==> config.mk <==
export PLATFORM = sky130hd
export DESIGN_NAME = vcd_emit
export DESIGN_NICKNAME = d
export VERILOG_FILES = /design/src/hw/rtl/vcd_pkg.sv /design/src/hw/rtl/vcd_emit.sv
export SDC_FILE = /design/constraint.sdc
export NUM_CORES = 1
export LEC_CHECK = 0
export ABC_AREA = 1
export BUFFER_PORTS_ARGS = -buffer_cell sky130_fd_sc_hd__buf_2
export CAP_MARGIN = 20
export CORE_MARGIN = 2
export CORE_UTILIZATION = 55
export CTS_CLUSTER_SIZE = 14
export DETAILED_ROUTE_END_ITERATION = 8
export PLACE_DENSITY = 0.86
export SYNTH_ARGS = -nofsm -noshare
export SYNTH_HDL_FRONTEND = slang
export SYNTH_SLANG_ARGS = --single-unit
==> constraint.sdc <==
create_clock -name clk_i -period 11.54 [get_ports clk_i]
set_input_delay 2.308 -clock clk_i [delete_from_list [all_inputs] [get_ports clk_i]]
set_output_delay 2.308 -clock clk_i [all_outputs]
set_load 0.02 [all_outputs]
==> src/hw/rtl/vcd_pkg.sv <==
// vcd_pkg: shared types, codes and denomination tables of the vending change dispenser
// no dependencies; imported by vcd_cell, vcd_chain, vcd_emit, vending_change_dispenser and the bench

package vcd_pkg;

  // field widths
  localparam int FUNC_W     = 2;
  localparam int CODE_W     = 8;
  localparam int AMOUNT_W   = 16;
  localparam int PRICE_W    = 16;
  localparam int STATUS_W   = 2;
  localparam int FACE_W     = 7;
  localparam int COUNT_W    = 11;
  localparam int CFG_IDX_W  = 2;

  // credit and walk sizing
  localparam int CREDIT_WIDTH       = 24;
  localparam int DENOMINATION_COUNT = 6;
  localparam int DENOM_SLOTS        = 6;
  localparam int NUM_CELLS          = 2 * DENOM_SLOTS;
  localparam int CELL_IDX_W         = $clog2(NUM_CELLS);
  localparam int CENTS_W            = 14;
  localparam int RECIP_W            = CREDIT_WIDTH + 1;
  localparam int PROD_W             = 2 * CREDIT_WIDTH + 1;
  localparam int TPROD_W            = CREDIT_WIDTH + CENTS_W;
  localparam int COUNT_MAX          = (1 << COUNT_W) - 1;
  localparam int NOTE_UNIT          = 100;
  localparam int ADD_W              = AMOUNT_W + 7;
  localparam int SUM_W              = ((CREDIT_WIDTH > ADD_W) ? CREDIT_WIDTH : ADD_W) + 1;

  localparam logic [CREDIT_WIDTH-1:0] CREDIT_MAX = '1;
  localparam logic [63:0] ONE_SHL = 64'd1 << CREDIT_WIDTH;

  // product codes and reset prices
  localparam logic [CODE_W-1:0]  PRODUCT_ONE   = CODE_W'(1);
  localparam logic [CODE_W-1:0]  PRODUCT_TWO   = CODE_W'(2);
  localparam logic [CODE_W-1:0]  PRODUCT_THREE = CODE_W'(3);
  localparam logic [PRICE_W-1:0] PRICE_ONE_RST   = PRICE_W'(430);
  localparam logic [PRICE_W-1:0] PRICE_TWO_RST   = PRICE_W'(270);
  localparam logic [PRICE_W-1:0] PRICE_THREE_RST = PRICE_W'(143);

  typedef enum logic [FUNC_W-1:0] {
    F_SELECT = 2'd0,
    F_INSERT = 2'd1,
    F_FINISH = 2'd2,
    F_NOP    = 2'd3
  } func_e;

  typedef enum logic [STATUS_W-1:0] {
    ST_ITEM    = 2'd0,
    ST_NONE    = 2'd1,
    ST_BADPROD = 2'd2,
    ST_SHORT   = 2'd3
  } status_e;

  typedef enum logic [CFG_IDX_W-1:0] {
    CFG_PRICE_ONE   = 2'd0,
    CFG_PRICE_TWO   = 2'd1,
    CFG_PRICE_THREE = 2'd2
  } cfg_idx_e;

  typedef enum logic [1:0] {
    S_IDLE,
    S_RUN,
    S_EMIT
  } state_e;

  // notes first (face in units of 100 cents), then coins (face in cents)
  localparam int unsigned FACE [NUM_CELLS] = '{100, 50, 20, 10, 5, 2, 100, 50, 25, 10, 5, 1};
  localparam int unsigned CENTS [NUM_CELLS] =
    '{10000, 5000, 2000, 1000, 500, 200, 100, 50, 25, 10, 5, 1};
  localparam int unsigned SAT_CENTS [NUM_CELLS] = '{
    2047 * 10000, 2047 * 5000, 2047 * 2000, 2047 * 1000, 2047 * 500, 2047 * 200,
    2047 * 100, 2047 * 50, 2047 * 25, 2047 * 10, 2047 * 5, 2047 * 1};

  // floor(2^CREDIT_WIDTH / cents): quotient estimate is low by at most one
  localparam logic [RECIP_W-1:0] RECIP [NUM_CELLS] = '{
    RECIP_W'(ONE_SHL / 64'd10000), RECIP_W'(ONE_SHL / 64'd5000),
    RECIP_W'(ONE_SHL / 64'd2000),  RECIP_W'(ONE_SHL / 64'd1000),
    RECIP_W'(ONE_SHL / 64'd500),   RECIP_W'(ONE_SHL / 64'd200),
    RECIP_W'(ONE_SHL / 64'd100),   RECIP_W'(ONE_SHL / 64'd50),
    RECIP_W'(ONE_SHL / 64'd25),    RECIP_W'(ONE_SHL / 64'd10),
    RECIP_W'(ONE_SHL / 64'd5),     RECIP_W'(ONE_SHL / 64'd1)};

  // link between neighboring cells
  typedef struct packed {
    logic                    valid;
    logic [CREDIT_WIDTH-1:0] rem;
  } chain_t;

  typedef logic [NUM_CELLS-1:0][COUNT_W-1:0] count_row_t;

  typedef struct packed {
    status_e            status;
    logic               is_note;
    logic [FACE_W-1:0]  face;
    logic [COUNT_W-1:0] count;
  } ent_t;

  typedef ent_t [NUM_CELLS-1:0] ent_row_t;

  typedef struct packed {
    logic                 valid;
    logic [NUM_CELLS-1:0] mask;
    ent_row_t             ent;
  } emit_load_t;

  // a cell takes part in the walk only within the first DENOMINATION_COUNT of its table
  function automatic logic cell_used(input logic [CELL_IDX_W-1:0] idx);
    logic lo;
    lo = idx < CELL_IDX_W'(DENOM_SLOTS);
    if (lo) begin
      return idx < CELL_IDX_W'(DENOMINATION_COUNT);
    end
    return (idx - CELL_IDX_W'(DENOM_SLOTS)) < CELL_IDX_W'(DENOMINATION_COUNT);
  endfunction

endpackage

==> src/hw/rtl/vcd_emit.sv <==
// vcd_emit: result queue that skips unused denominations, plus the output register
// depends on vcd_pkg (ent_t, emit_load_t)

module vcd_emit (
  input  logic                         clk_i,
  input  logic                         rst_ni,
  input  vcd_pkg::emit_load_t          load_i,
  output logic                         busy_o,
  output logic                         out_valid_o,
  input  logic                         out_ready_i,
  output logic [vcd_pkg::STATUS_W-1:0] status_o,
  output logic                         change_is_note_o,
  output logic [vcd_pkg::FACE_W-1:0]   denomination_o,
  output logic [vcd_pkg::COUNT_W-1:0]  count_o,
  output logic                         last_o
);
  import vcd_pkg::*;

  logic [NUM_CELLS-1:0] mask_q, mask_d;
  ent_row_t             ent_q, ent_d;
  logic                 out_valid_q, out_valid_d;
  ent_t                 out_q;
  logic                 last_q;
  logic                 slot_free, push;

  assign slot_free = !out_valid_q || out_ready_i;

  always_comb begin
    mask_d = mask_q;
    ent_d  = ent_q;
    push   = 1'b0;
    if (load_i.valid) begin
      mask_d = load_i.mask;
      ent_d  = load_i.ent;
    end else if (mask_q != '0) begin
      push = mask_q[0] && slot_free;
      // empty slots shift out without waiting for the sink
      if (!mask_q[0] || slot_free) begin
        mask_d = mask_q >> 1;
        ent_d  = ent_row_t'(ent_q >> $bits(ent_t));
      end
    end
  end

  assign out_valid_d = push || (out_valid_q && !out_ready_i);

  always_ff @(posedge clk_i or negedge rst_ni) begin
    if (!rst_ni) begin
      mask_q      <= '0;
      out_valid_q <= 1'b0;
    end else begin
      mask_q      <= mask_d;
      out_valid_q <= out_valid_d;
    end
  end

  always_ff @(posedge clk_i) begin
    ent_q <= ent_d;
    if (push) begin
      out_q  <= ent_q[0];
      last_q <= mask_q[NUM_CELLS-1:1] == '0;
    end
  end

  assign busy_o           = mask_q != '0;
  assign out_valid_o      = out_valid_q;
  assign status_o         = out_q.status;
  assign change_is_note_o = out_q.is_note;
  assign denomination_o   = out_q.face;
  assign count_o          = out_q.count;
  assign last_o           = last_q;

endmodule

==> results of run 1 <==
[cell type report]
type / instances / area (sq um) / share of cell area
Sequential cell: 287 / 8550 / 0.588
Multi-Input combinational cell: 799 / 3090 / 0.212
Timing Repair Buffer: 297 / 1530 / 0.105
Clock buffer: 37 / 756 / 0.0519
Tap cell: 280 / 350 / 0.0241
Clock inverter: 14 / 165 / 0.0113
Inverter: 27 / 109 / 0.00748
Antenna cell: 1 / 2.50 / 0.000172
[layer usage]
layer,vias up,wire (um)
met5,-,0
met4,0,441
met3,38,2240
met2,428,13100
met1,3983,10300
li1,4316,-
[cell families (layout without fill, tap and decap cells)]
group / count (synthesis) / count (layout) / synth area share
simple gates: 795 / 795 / 0.253
flops: 287 / 287 / 0.708
buf+inv: 86 / 375 / 0.0378
compound gates: 4 / 4 / 0.00176
other cells: 0 / 1 / 0
[Yosys cell counts (all sizes together)]
cell	number	area, sq um
o21ai	3	15.0
nand2	760	2870
inv	27	104
nand3b	1	7.51
dfrtp	13	325
edfxtp	274	8230
buf	55	338
nor3	2	10.0
clkbuf	4	15.0
nor2	7	36.3
nand3	25	135
o22ai	1	6.26
[stage by stage]
step	instances	util	hold slack (ns)	cell area, sq um	power [uW]
2_1_floorplan	1172	-	0.400	12100	1450
5_1_grt	1741	0.671	0.426	14600	2530
3_3_place_gp	1689	0.627	0.402	13600	1520
3_5_place_dp	1690	0.629	0.405	13600	1540
6_report	1742	0.671	0.418	14600	2430
4_1_cts	1741	0.671	0.419	14600	2450
[power by group through the flow]
stage / clock network [uW] / logic [uW] / registers, uW
floorplan: 0 / 121 / 1330
global placement: 0 / 200 / 1320
detailed placement: 0 / 210 / 1330
CTS: 932 / 212 / 1310
global route: 974 / 239 / 1320
finish: 914 / 211 / 1310
[worst register-to-register path, stage by stage, from the launching register on]
cell and delay (ns):
dfrtp_1 0.38, nor2_1 0.06, nand2_1 0.11, nor2_2 0.07
nand2_4 0.09, nand2_4 0.11, nand2_4 0.37, buf_4 0.91
[worst paths after layout]
| path | startpoint | endpoint | cells past startpoint |
|---|---|---|---|
| max | load_i[264] | ent_q[70] | 4 |
| min | ent_q[4] | count_o[4] | 0 |
| max reg2reg | mask_q[11] | ent_q[70] | 7 |
| min reg2reg | ent_q[4] | count_o[4] | 0 |
| max in group asynchronous | rst_ni | mask_q[5] | 1 |
| min in group asynchronous | rst_ni | mask_q[10] | 1 |
[sequential cells by signal, summed over array words and instances (netlist names)]
signal	flops
last_o	1
mask_q	12
status_o	2
count_o	11
ent_q	252
change_is_note_o	1
out_valid_o	1
denomination_o	7
[layout by cell type, fill, tap and decap left out, types with 6 or more instances in the layout]
cell type  Yosys  routed
nand2_1      758     757
clkbuf_16      0      29
buf_2         30     290
edfxtp_1     274     274
dfrtp_1       13      13
clkbuf_1       4       8
inv_1         26      26
clkinv_1       0       6
nand3_1       23      23
==> run summary, run 1 <==
outcome = complete, no violations
maxcap violations = 0
Seq/Total Area, Yosys = 0.708
clock buffer depth = 3
unrepaired setup endpoints after global routing = no
drt drc = 0
I/O pin count = 292
WS Path Type = input port to register
CP required = 11.68 ns
FMAX = 206 MHz
first-pass GRT wire length = 41,100 um
die width = 152 um
DRT Wirelength = 26,000 um
Syn. warnings = 0
CTS tree = yes
pwr/cell area = 167 nW/um^2
R2R setup slack = 9.02 ns
critical-path maximum fanout = 158
Fin. Hold Viols = 0
Seq pwr share = 0.537
Clock Pin Slew Worst Setup and Hold Paths = 0.06 ns
CP arrival = 5.00 ns
Switch Pwr = 530 uW
Die Area = 23,200 sq um
core area = 21,700 sq um
Pleak = 0.00724 uW
Setup violations, final = 0
M3 GR Usage = 0.0412
period utilization = 0.421
Switching Fraction = 0.218
Post-Syn Nets = 1,440
class of the worst hold path = register to register
maximum VDD drop = 0.000100 V
largest net degree at the start of global routing = 159
Total Nets Final = 1,708
internal power = 1900 uW
Rows = 54
DP Worst Slack = 6.07 ns
post-CTS sizing = 0
gr ovfl total = 0
max incr delay on CP = 0.89 ns
share of layout cells above drive strength 1 = 0.235
CP endpoint kind = register
Placer Congestion = 0.819
max-slew violation count = 0
setup TNS = 0 ns
Vias per Instance = 5.03
critical path buffer and inverter count = 3
cell family contributing the most delay on the critical path = buffers and inverters
CTS HTree Levels = 1
Setup Buffers After CTS = 0
Total GRT Usage = 0.219
setup ws final = 6.68 ns
post-layout min period = 4.86 ns
P&R area growth vs syn = 20.4%
cts hold-fix bufs = 0
initial antenna violation count = 1
flops & latches, synth = 287
number of global-route vias before repair = 8,513
M1 GR Usage = 0.297
Num CTS Buffers = 28
part of the power in combinational logic = 0.087
initial core utilization = 0.557
synth unique cells = 21
initial DRC count = 677
CP max stage cell = buf_4
clk sinks = 287
later-pin clock latency in the skew report = 0.53 ns
Clock power frac = 0.376
CP startpoint kind = input port
Slew HR = 0.277
root buf cell = clkbuf_16
Vias = 8,765
Syn Std Cell Area = 12,100 sq um
CP Cell Sequence = clkbuf_8, inv_8, nand2_4, buf_4
Cells after Synth = 1,172
number of I/O port buffers = 291
Filler Cell Count = 1,604
1st-pass router iterations = 5
drt wl/cell = 15.0 um
Final ANT Viol Nets = 0
worst-margin pin slew = 1.08 ns
Detailed Place HPWL = 17,300 um
Top Usage Layer GRT = met2
Die H = 152 um
syn avg cell area = 10.3 sq um
Post-Route Skew = 0.0116 ns
M2 GR Usage = 0.372
(Power assumes the default switching activity.)
==> inputs of run 2 (changes only) <==
--- a/config.mk
+++ b/config.mk
@@ -5,14 +5,14 @@
 export SDC_FILE = /design/constraint.sdc
 export NUM_CORES = 1
 export LEC_CHECK = 0
-export ABC_AREA = 1
+export ABC_AREA = 0
 export BUFFER_PORTS_ARGS = -buffer_cell sky130_fd_sc_hd__buf_2
 export CAP_MARGIN = 20
 export CORE_MARGIN = 2
-export CORE_UTILIZATION = 55
+export CORE_UTILIZATION = 53
 export CTS_CLUSTER_SIZE = 14
 export DETAILED_ROUTE_END_ITERATION = 8
-export PLACE_DENSITY = 0.86
+export PLACE_DENSITY = 0.83
 export SYNTH_ARGS = -nofsm -noshare
 export SYNTH_HDL_FRONTEND = slang
 export SYNTH_SLANG_ARGS = --single-unit
==> constraint.sdc (replaced) <==
create_clock -name clk_i -period 4.8 [get_ports clk_i]
set_input_delay 0.96 -clock clk_i [delete_from_list [all_inputs] [get_ports clk_i]]
set_output_delay 0.96 -clock clk_i [all_outputs]
set_load 0.02 [all_outputs]
==> run 2 against run 1 <==
- critical path depth is the same
- synthesized cell count shrank 46%
- cell count shrank 29%
- global-route usage shrank 2.7 points
- highest routed layer is now met5
- register-to-register slack lost 6.7 ns
==> run summary, run 2 <==
P&R area growth vs syn = 23.1%
later-pin clock latency in the skew report = 0.54 ns
placed insts = 1,172
worst-margin pin slew = 0.827 ns
initial core utilization = 0.540
Slew HR = 0.448
initial antenna violation count = 9
Clock Pin Slew Worst Setup and Hold Paths = 0.06 ns
Synth Area in Compound Gates = 0.0125
Cells after Synth = 628
most frequent cell after synthesis = edfxtp_1
Vias per Instance = 5.23
Final ANT Viol Nets = 0
WHS = 0.300 ns
R2R Path Start = mask_q[10]
post-synthesis mux area share = 0.225
clock buffer depth = 3
post-route insts no fill = 1,231
pwr/cell area = 406 nW/um^2
Fin. Hold Viols = 0
maxcap violations = 0
outcome = complete, no violations
DRT Wirelength = 23,000 um
1st-pass router iterations = 4
class of the worst hold path = input port to async pin
Post-synth EDFFs = 274
Setup Buffers After CTS = 0
Yosys top cell area share = 0.699
number of I/O port buffers = 291
die width = 153 um
worst setup path startpoint = mask_q[11]
CP arrival = 1.95 ns
post-synthesis adder-cell area fraction = 0
FF-to-FF path depth = 5
max FFs per register = 252
period utilization = 0.607
Rows = 54
number of global-route vias before repair = 6,563
largest family of logic cells by synthesized area = multiplexers
syn avg cell area = 18.7 sq um
Detailed Place HPWL = 15,800 um
post-CTS sizing = 0
Filler Cell Count = 1,512
I/O pin count = 292
maximum VDD drop = 0.000314 V
Pleak = 0.00585 uW
CP endpoint kind = primary output
setup TNS = 0 ns
FMAX = 343 MHz
R2R setup slack = 2.29 ns
XOR/XNOR Fraction of Synth Area = 0
drt drc = 0
Top FF cell, synth = edfxtp_1
CP startpoint kind = register
largest net degree at the start of global routing = 111
Post-Syn Nets = 896
share of layout cells above drive strength 1 = 0.609
Syn. warnings = 0
Post-synth top cells = edfxtp_1 (274), mux2_2 (231), buf_2 (28), and2_1 (21)
CTS tree = yes
Setup crit end = busy_o
simple-gate share of the synthesized area = 0.0204
Seq/Total Area, Yosys = 0.726
Num CTS Buffers = 29
Placer Congestion = 0.903
Reg with most FFs = ent_q
CTS HTree Levels = 1
flops & latches, synth = 287
gr ovfl total = 0
Async S/R FF share, synth = 0.0453
drt wl/cell = 18.7 um
Die Area = 23,400 sq um
CP required = 3.84 ns
synth unique cells = 22
unrepaired setup endpoints after global routing = no
root buf cell = clkbuf_16
Post-DP Area = 13,500 sq um
Die H = 153 um
max-slew violation count = 0
cts hold-fix bufs = 0
commonest non-fill, non-tap cell in the layout = buf_2
Post-Route Skew = 0.00934 ns
initial DRC count = 344
worst r2r dst = ent_q[69]
first-pass GRT wire length = 35,100 um
top cells by area, synth = edfxtp_1 (70%), mux2_2 (22%), dfrtp_1 (2.8%), buf_2 (1.2%), and2_1 (1.1%)
Total GRT Usage = 0.192
cell accounting for the most synthesized area = edfxtp_1
post-layout min period = 2.91 ns
WS Path Type = register to primary output
clk sinks = 287
design area = 14,500 sq um
Setup violations, final = 0
Syn Std Cell Area = 11,800 sq um
core area = 21,800 sq um
critical-path maximum fanout = 7
Total Nets Final = 1,191
Vias = 6,432
most frequent cells in the layout = buf_2 (290), edfxtp_1 (274), mux2_2 (231), clkbuf_16 (29), and2_1 (21)
## run 2: cell count changes after synthesis, sizes merged, moves of 21 or more
cell and delta:
nand2 -750, nand3 -25, buf -26, inv -24, mux2 +231, and2 +21
## run 2: cell type report
class,instances,area [sq um],area share
inverter,3,11.3,0.000777
antenna,5,12.5,0.000863
clock inverter,20,203,0.0140
clock buffer,34,744,0.0514
sequential,287,8550,0.590
multi-input combinational,304,3050,0.210
tap,280,350,0.0242
timing repair buffer,298,1570,0.108
## run 2: worst min-delay path by stage
| stage | start | to | slack, ns | cells past startpoint |
|---|---|---|---|---|
| 2_1_floorplan | ent_q[18] | change_is_note_o | 0.40 | 0 |
| 3_3_place_gp | ent_q[10] | count_o[10] | 0.40 | 0 |
| 3_5_place_dp | ent_q[4] | count_o[4] | 0.40 | 0 |
| 4_1_cts | rst_ni | mask_q[6] | 0.29 | 1 |
| 5_1_grt | rst_ni | mask_q[11] | 0.31 | 1 |
| 6_report | rst_ni | mask_q[11] | 0.30 | 1 |
## run 2: cell families (layout without fill, tap and decap cells)
family,after synthesis,count (layout)
buffers and inverters,37,355
and+or+nand+nor,43,43
DFF,287,287
muxes,236,236
other,0,5
AOI/OAI and AO/OA,25,25
## run 2: stage by stage
stage / utilization / setup slack, ns / total power [uW]
after floorplan: - / 1.15 / 3500
after global placement: 0.620 / 1.73 / 3680
after detailed placement: 0.620 / 1.70 / 3710
after CTS: 0.664 / 1.87 / 5940
after global routing: 0.664 / 1.73 / 6100
final: 0.664 / 1.89 / 5880
## run 2: critical path: stages, from the launching register on
cell and delay [ns]:
dfrtp_1 0.41, nor4_1 0.32, and4b_1 0.25, nand2b_1 0.20, buf_2 0.23
## run 2: power breakdown
part / total (uW) / internal, uW / switching (uW)
combinational: 492 / 290 / 201
sequential: 3170 / 3080 / 86.3
clock: 2230 / 1320 / 905
## run 2: routing by layer
| layer | vias to the layer above | global-route usage | wire length (um) |
|---|---|---|---|
| met5 | - | 0 | 57 |
| met1 | 3047 | 0.241 | 9030 |
| met3 | 39 | 0.0692 | 2330 |
| met2 | 295 | 0.319 | 11100 |
| met4 | 8 | 0.0529 | 453 |
| li1 | 3043 | - | - |
==> inputs of run 3 (changes only) <==
--- a/config.mk
+++ b/config.mk
@@ -5,14 +5,14 @@
 export SDC_FILE = /design/constraint.sdc
 export NUM_CORES = 1
 export LEC_CHECK = 0
-export ABC_AREA = 0
+export ABC_AREA = 1
 export BUFFER_PORTS_ARGS = -buffer_cell sky130_fd_sc_hd__buf_2
 export CAP_MARGIN = 20
 export CORE_MARGIN = 2
-export CORE_UTILIZATION = 53
+export CORE_UTILIZATION = 48
 export CTS_CLUSTER_SIZE = 14
 export DETAILED_ROUTE_END_ITERATION = 8
-export PLACE_DENSITY = 0.83
+export PLACE_DENSITY = 0.8
 export SYNTH_ARGS = -nofsm -noshare
 export SYNTH_HDL_FRONTEND = slang
 export SYNTH_SLANG_ARGS = --single-unit
==> constraint.sdc (replaced) <==
create_clock -name clk_i -period 2.4 [get_ports clk_i]
set_input_delay 0.48 -clock clk_i [delete_from_list [all_inputs] [get_ports clk_i]]
set_output_delay 0.48 -clock clk_i [all_outputs]
set_load 0.02 [all_outputs]
==> run 3 against run 2 <==
- cell count rose by 46%
- critical endpoint unchanged
- setup slack got worse by 1.6 ns
- largest cell class unchanged
- largest power group unchanged
- routed wire length rose by 15%
==> run summary, run 3 (synthesis gave the netlist of run 1 again) <==
CP max stage cell = dfrtp_1
worst r2r dst = ent_q[173]
post-CTS sizing = 0
later-pin clock latency in the skew report = 0.53 ns
Vias per Instance = 4.84
I/O pin count = 292
commonest non-fill, non-tap cell in the layout = nand2_1
CTS tree = yes
period utilization = 0.889
Reg with most FFs = ent_q
CP endpoint kind = primary output
Setup violations, final = 0
Fin. Hold Viols = 0
critical path buffer and inverter count = 1
post-route insts no fill = 1,800
FF-to-FF path depth = 7
first-pass GRT wire length = 40,700 um
share of layout cells above drive strength 1 = 0.239
FMAX = 469 MHz
Antenna Cells = 0
Filler Cell Count = 2,037
gr ovfl total = 0
clk sinks = 287
most frequent cells in the layout = nand2_1 (757), buf_2 (290), edfxtp_1 (274), clkbuf_16 (29), inv_1 (26)
DP Worst Slack = 0.341 ns
Detailed Place HPWL = 18,200 um
number of I/O port buffers = 291
core area = 25,000 sq um
maxcap violations = 0
Placer Congestion = 0.894
Total Nets Final = 1,717
Post-Route Skew = 0.0150 ns
max-slew violation count = 0
cell family contributing the most delay on the critical path = simple AND/OR/NAND/NOR gates
CP arrival = 1.65 ns
initial DRC count = 758
max FFs per register = 252
R2R setup slack = 0.43 ns
maximum VDD drop = 0.000414 V
initial core utilization = 0.484
Die H = 163 um
Total GRT Usage = 0.196
largest net degree at the start of global routing = 107
Vias = 8,708
critical-path maximum fanout = 3
Pleak = 0.00729 uW
worst-margin pin slew = 0.526 ns
CTS HTree Levels = 1
CP required = 1.92 ns
Final ANT Viol Nets = 0
root buf cell = clkbuf_16
initial antenna violation count = 1
DRT Wirelength = 26,500 um
CP Cell Sequence = nor2_1, nand2_1, nor2_4, nand2_4, buf_2
clock buffer depth = 3
drt wl/cell = 14.7 um
Slew HR = 0.649
class of the worst hold path = input port to register
drt drc = 0
placed insts = 1,748
CP startpoint kind = register
die width = 163 um
Die Area = 26,500 sq um
R2R Path Start = mask_q[6]
worst hold path depth = 2
number of global-route vias before repair = 8,223
Hold Startpoint = out_ready_i
Num CTS Buffers = 28
outcome = complete, no violations
P&R area growth vs syn = 21.9%
Power Total = 11,500 uW
unrepaired setup endpoints after global routing = no
Clock Pin Slew Worst Setup and Hold Paths = 0.06 ns
setup TNS = 0 ns
1st-pass router iterations = 5
pwr/cell area = 784 nW/um^2
post-layout min period = 2.13 ns
WS Path Type = register to primary output
Hold EP = out_valid_o
Rows = 58
setup ws final = 0.267 ns
max incr delay on CP = 0.39 ns
run 3: cell types whose count changed in the layout (fill, tap and decap cells not counted), sizes merged, moves of 7 or more:
| cell | before | now |
|---|---|---|
| and2 | 21 | 0 |
| clkbuf | 34 | 44 |
| clkinv | 13 | 6 |
| inv | 4 | 27 |
| mux2 | 231 | 0 |
| nand2 | 10 | 760 |
| nand3 | 0 | 25 |
| o21ai | 13 | 3 |
run 3: layout make-up:
type                    instances  area [sq um]  area share
inverters                      27           109     0.00739
clock buffers                  43           798      0.0542
well taps                     330           413      0.0280
multi-input cells             799          3110       0.211
clock inverters                 8          87.6     0.00594
repair buffers                306          1670       0.113
flip-flops and latches        287          8550       0.581
run 3: repair_timing:
item                                    4_1_cts  5_1_grt
endpoints found under the setup margin        0        0
buffers inserted                              0        0
endpoints found under the hold margin        13        0
hold buffers                                  1        0
run 3: through the flow:
stage	hold slack (ns)	cell area, sq um	utilization
after floorplan	0.184	12100	-
after global placement	0.373	13800	0.554
after detailed placement	0.380	13800	0.554
after CTS	0.113	14700	0.590
after global routing	0.146	14700	0.590
final	0.151	14700	0.590
run 3: how the worst max path moves through the flow:
stage / from / to / slack, ns / cells past startpoint
floorplan: mask_q[4] / ent_q[0] / 0.05 / 7
global placement: out_ready_i / ent_q[234] / 0.36 / 6
detailed placement: out_ready_i / ent_q[234] / 0.34 / 6
CTS: mask_q[6] / busy_o / 0.26 / 5
global route: mask_q[6] / busy_o / 0.20 / 5
finish: mask_q[6] / busy_o / 0.27 / 5
run 3: per-layer routing:
metal	GRT usage	vias up	routed length, um
met3	0.0349	47	2260
li1	-	4320	-
met4	0.0559	0	633
met1	0.268	3946	10900
met5	0	-	0
met2	0.326	395	12700
run 3: power by group:
| group | internal [uW] | switching, uW |
|---|---|---|
| combinational | 404 | 637 |
| sequential | 6120 | 163 |
| clock | 2490 | 1730 |
| total | 9020 | 2530 |
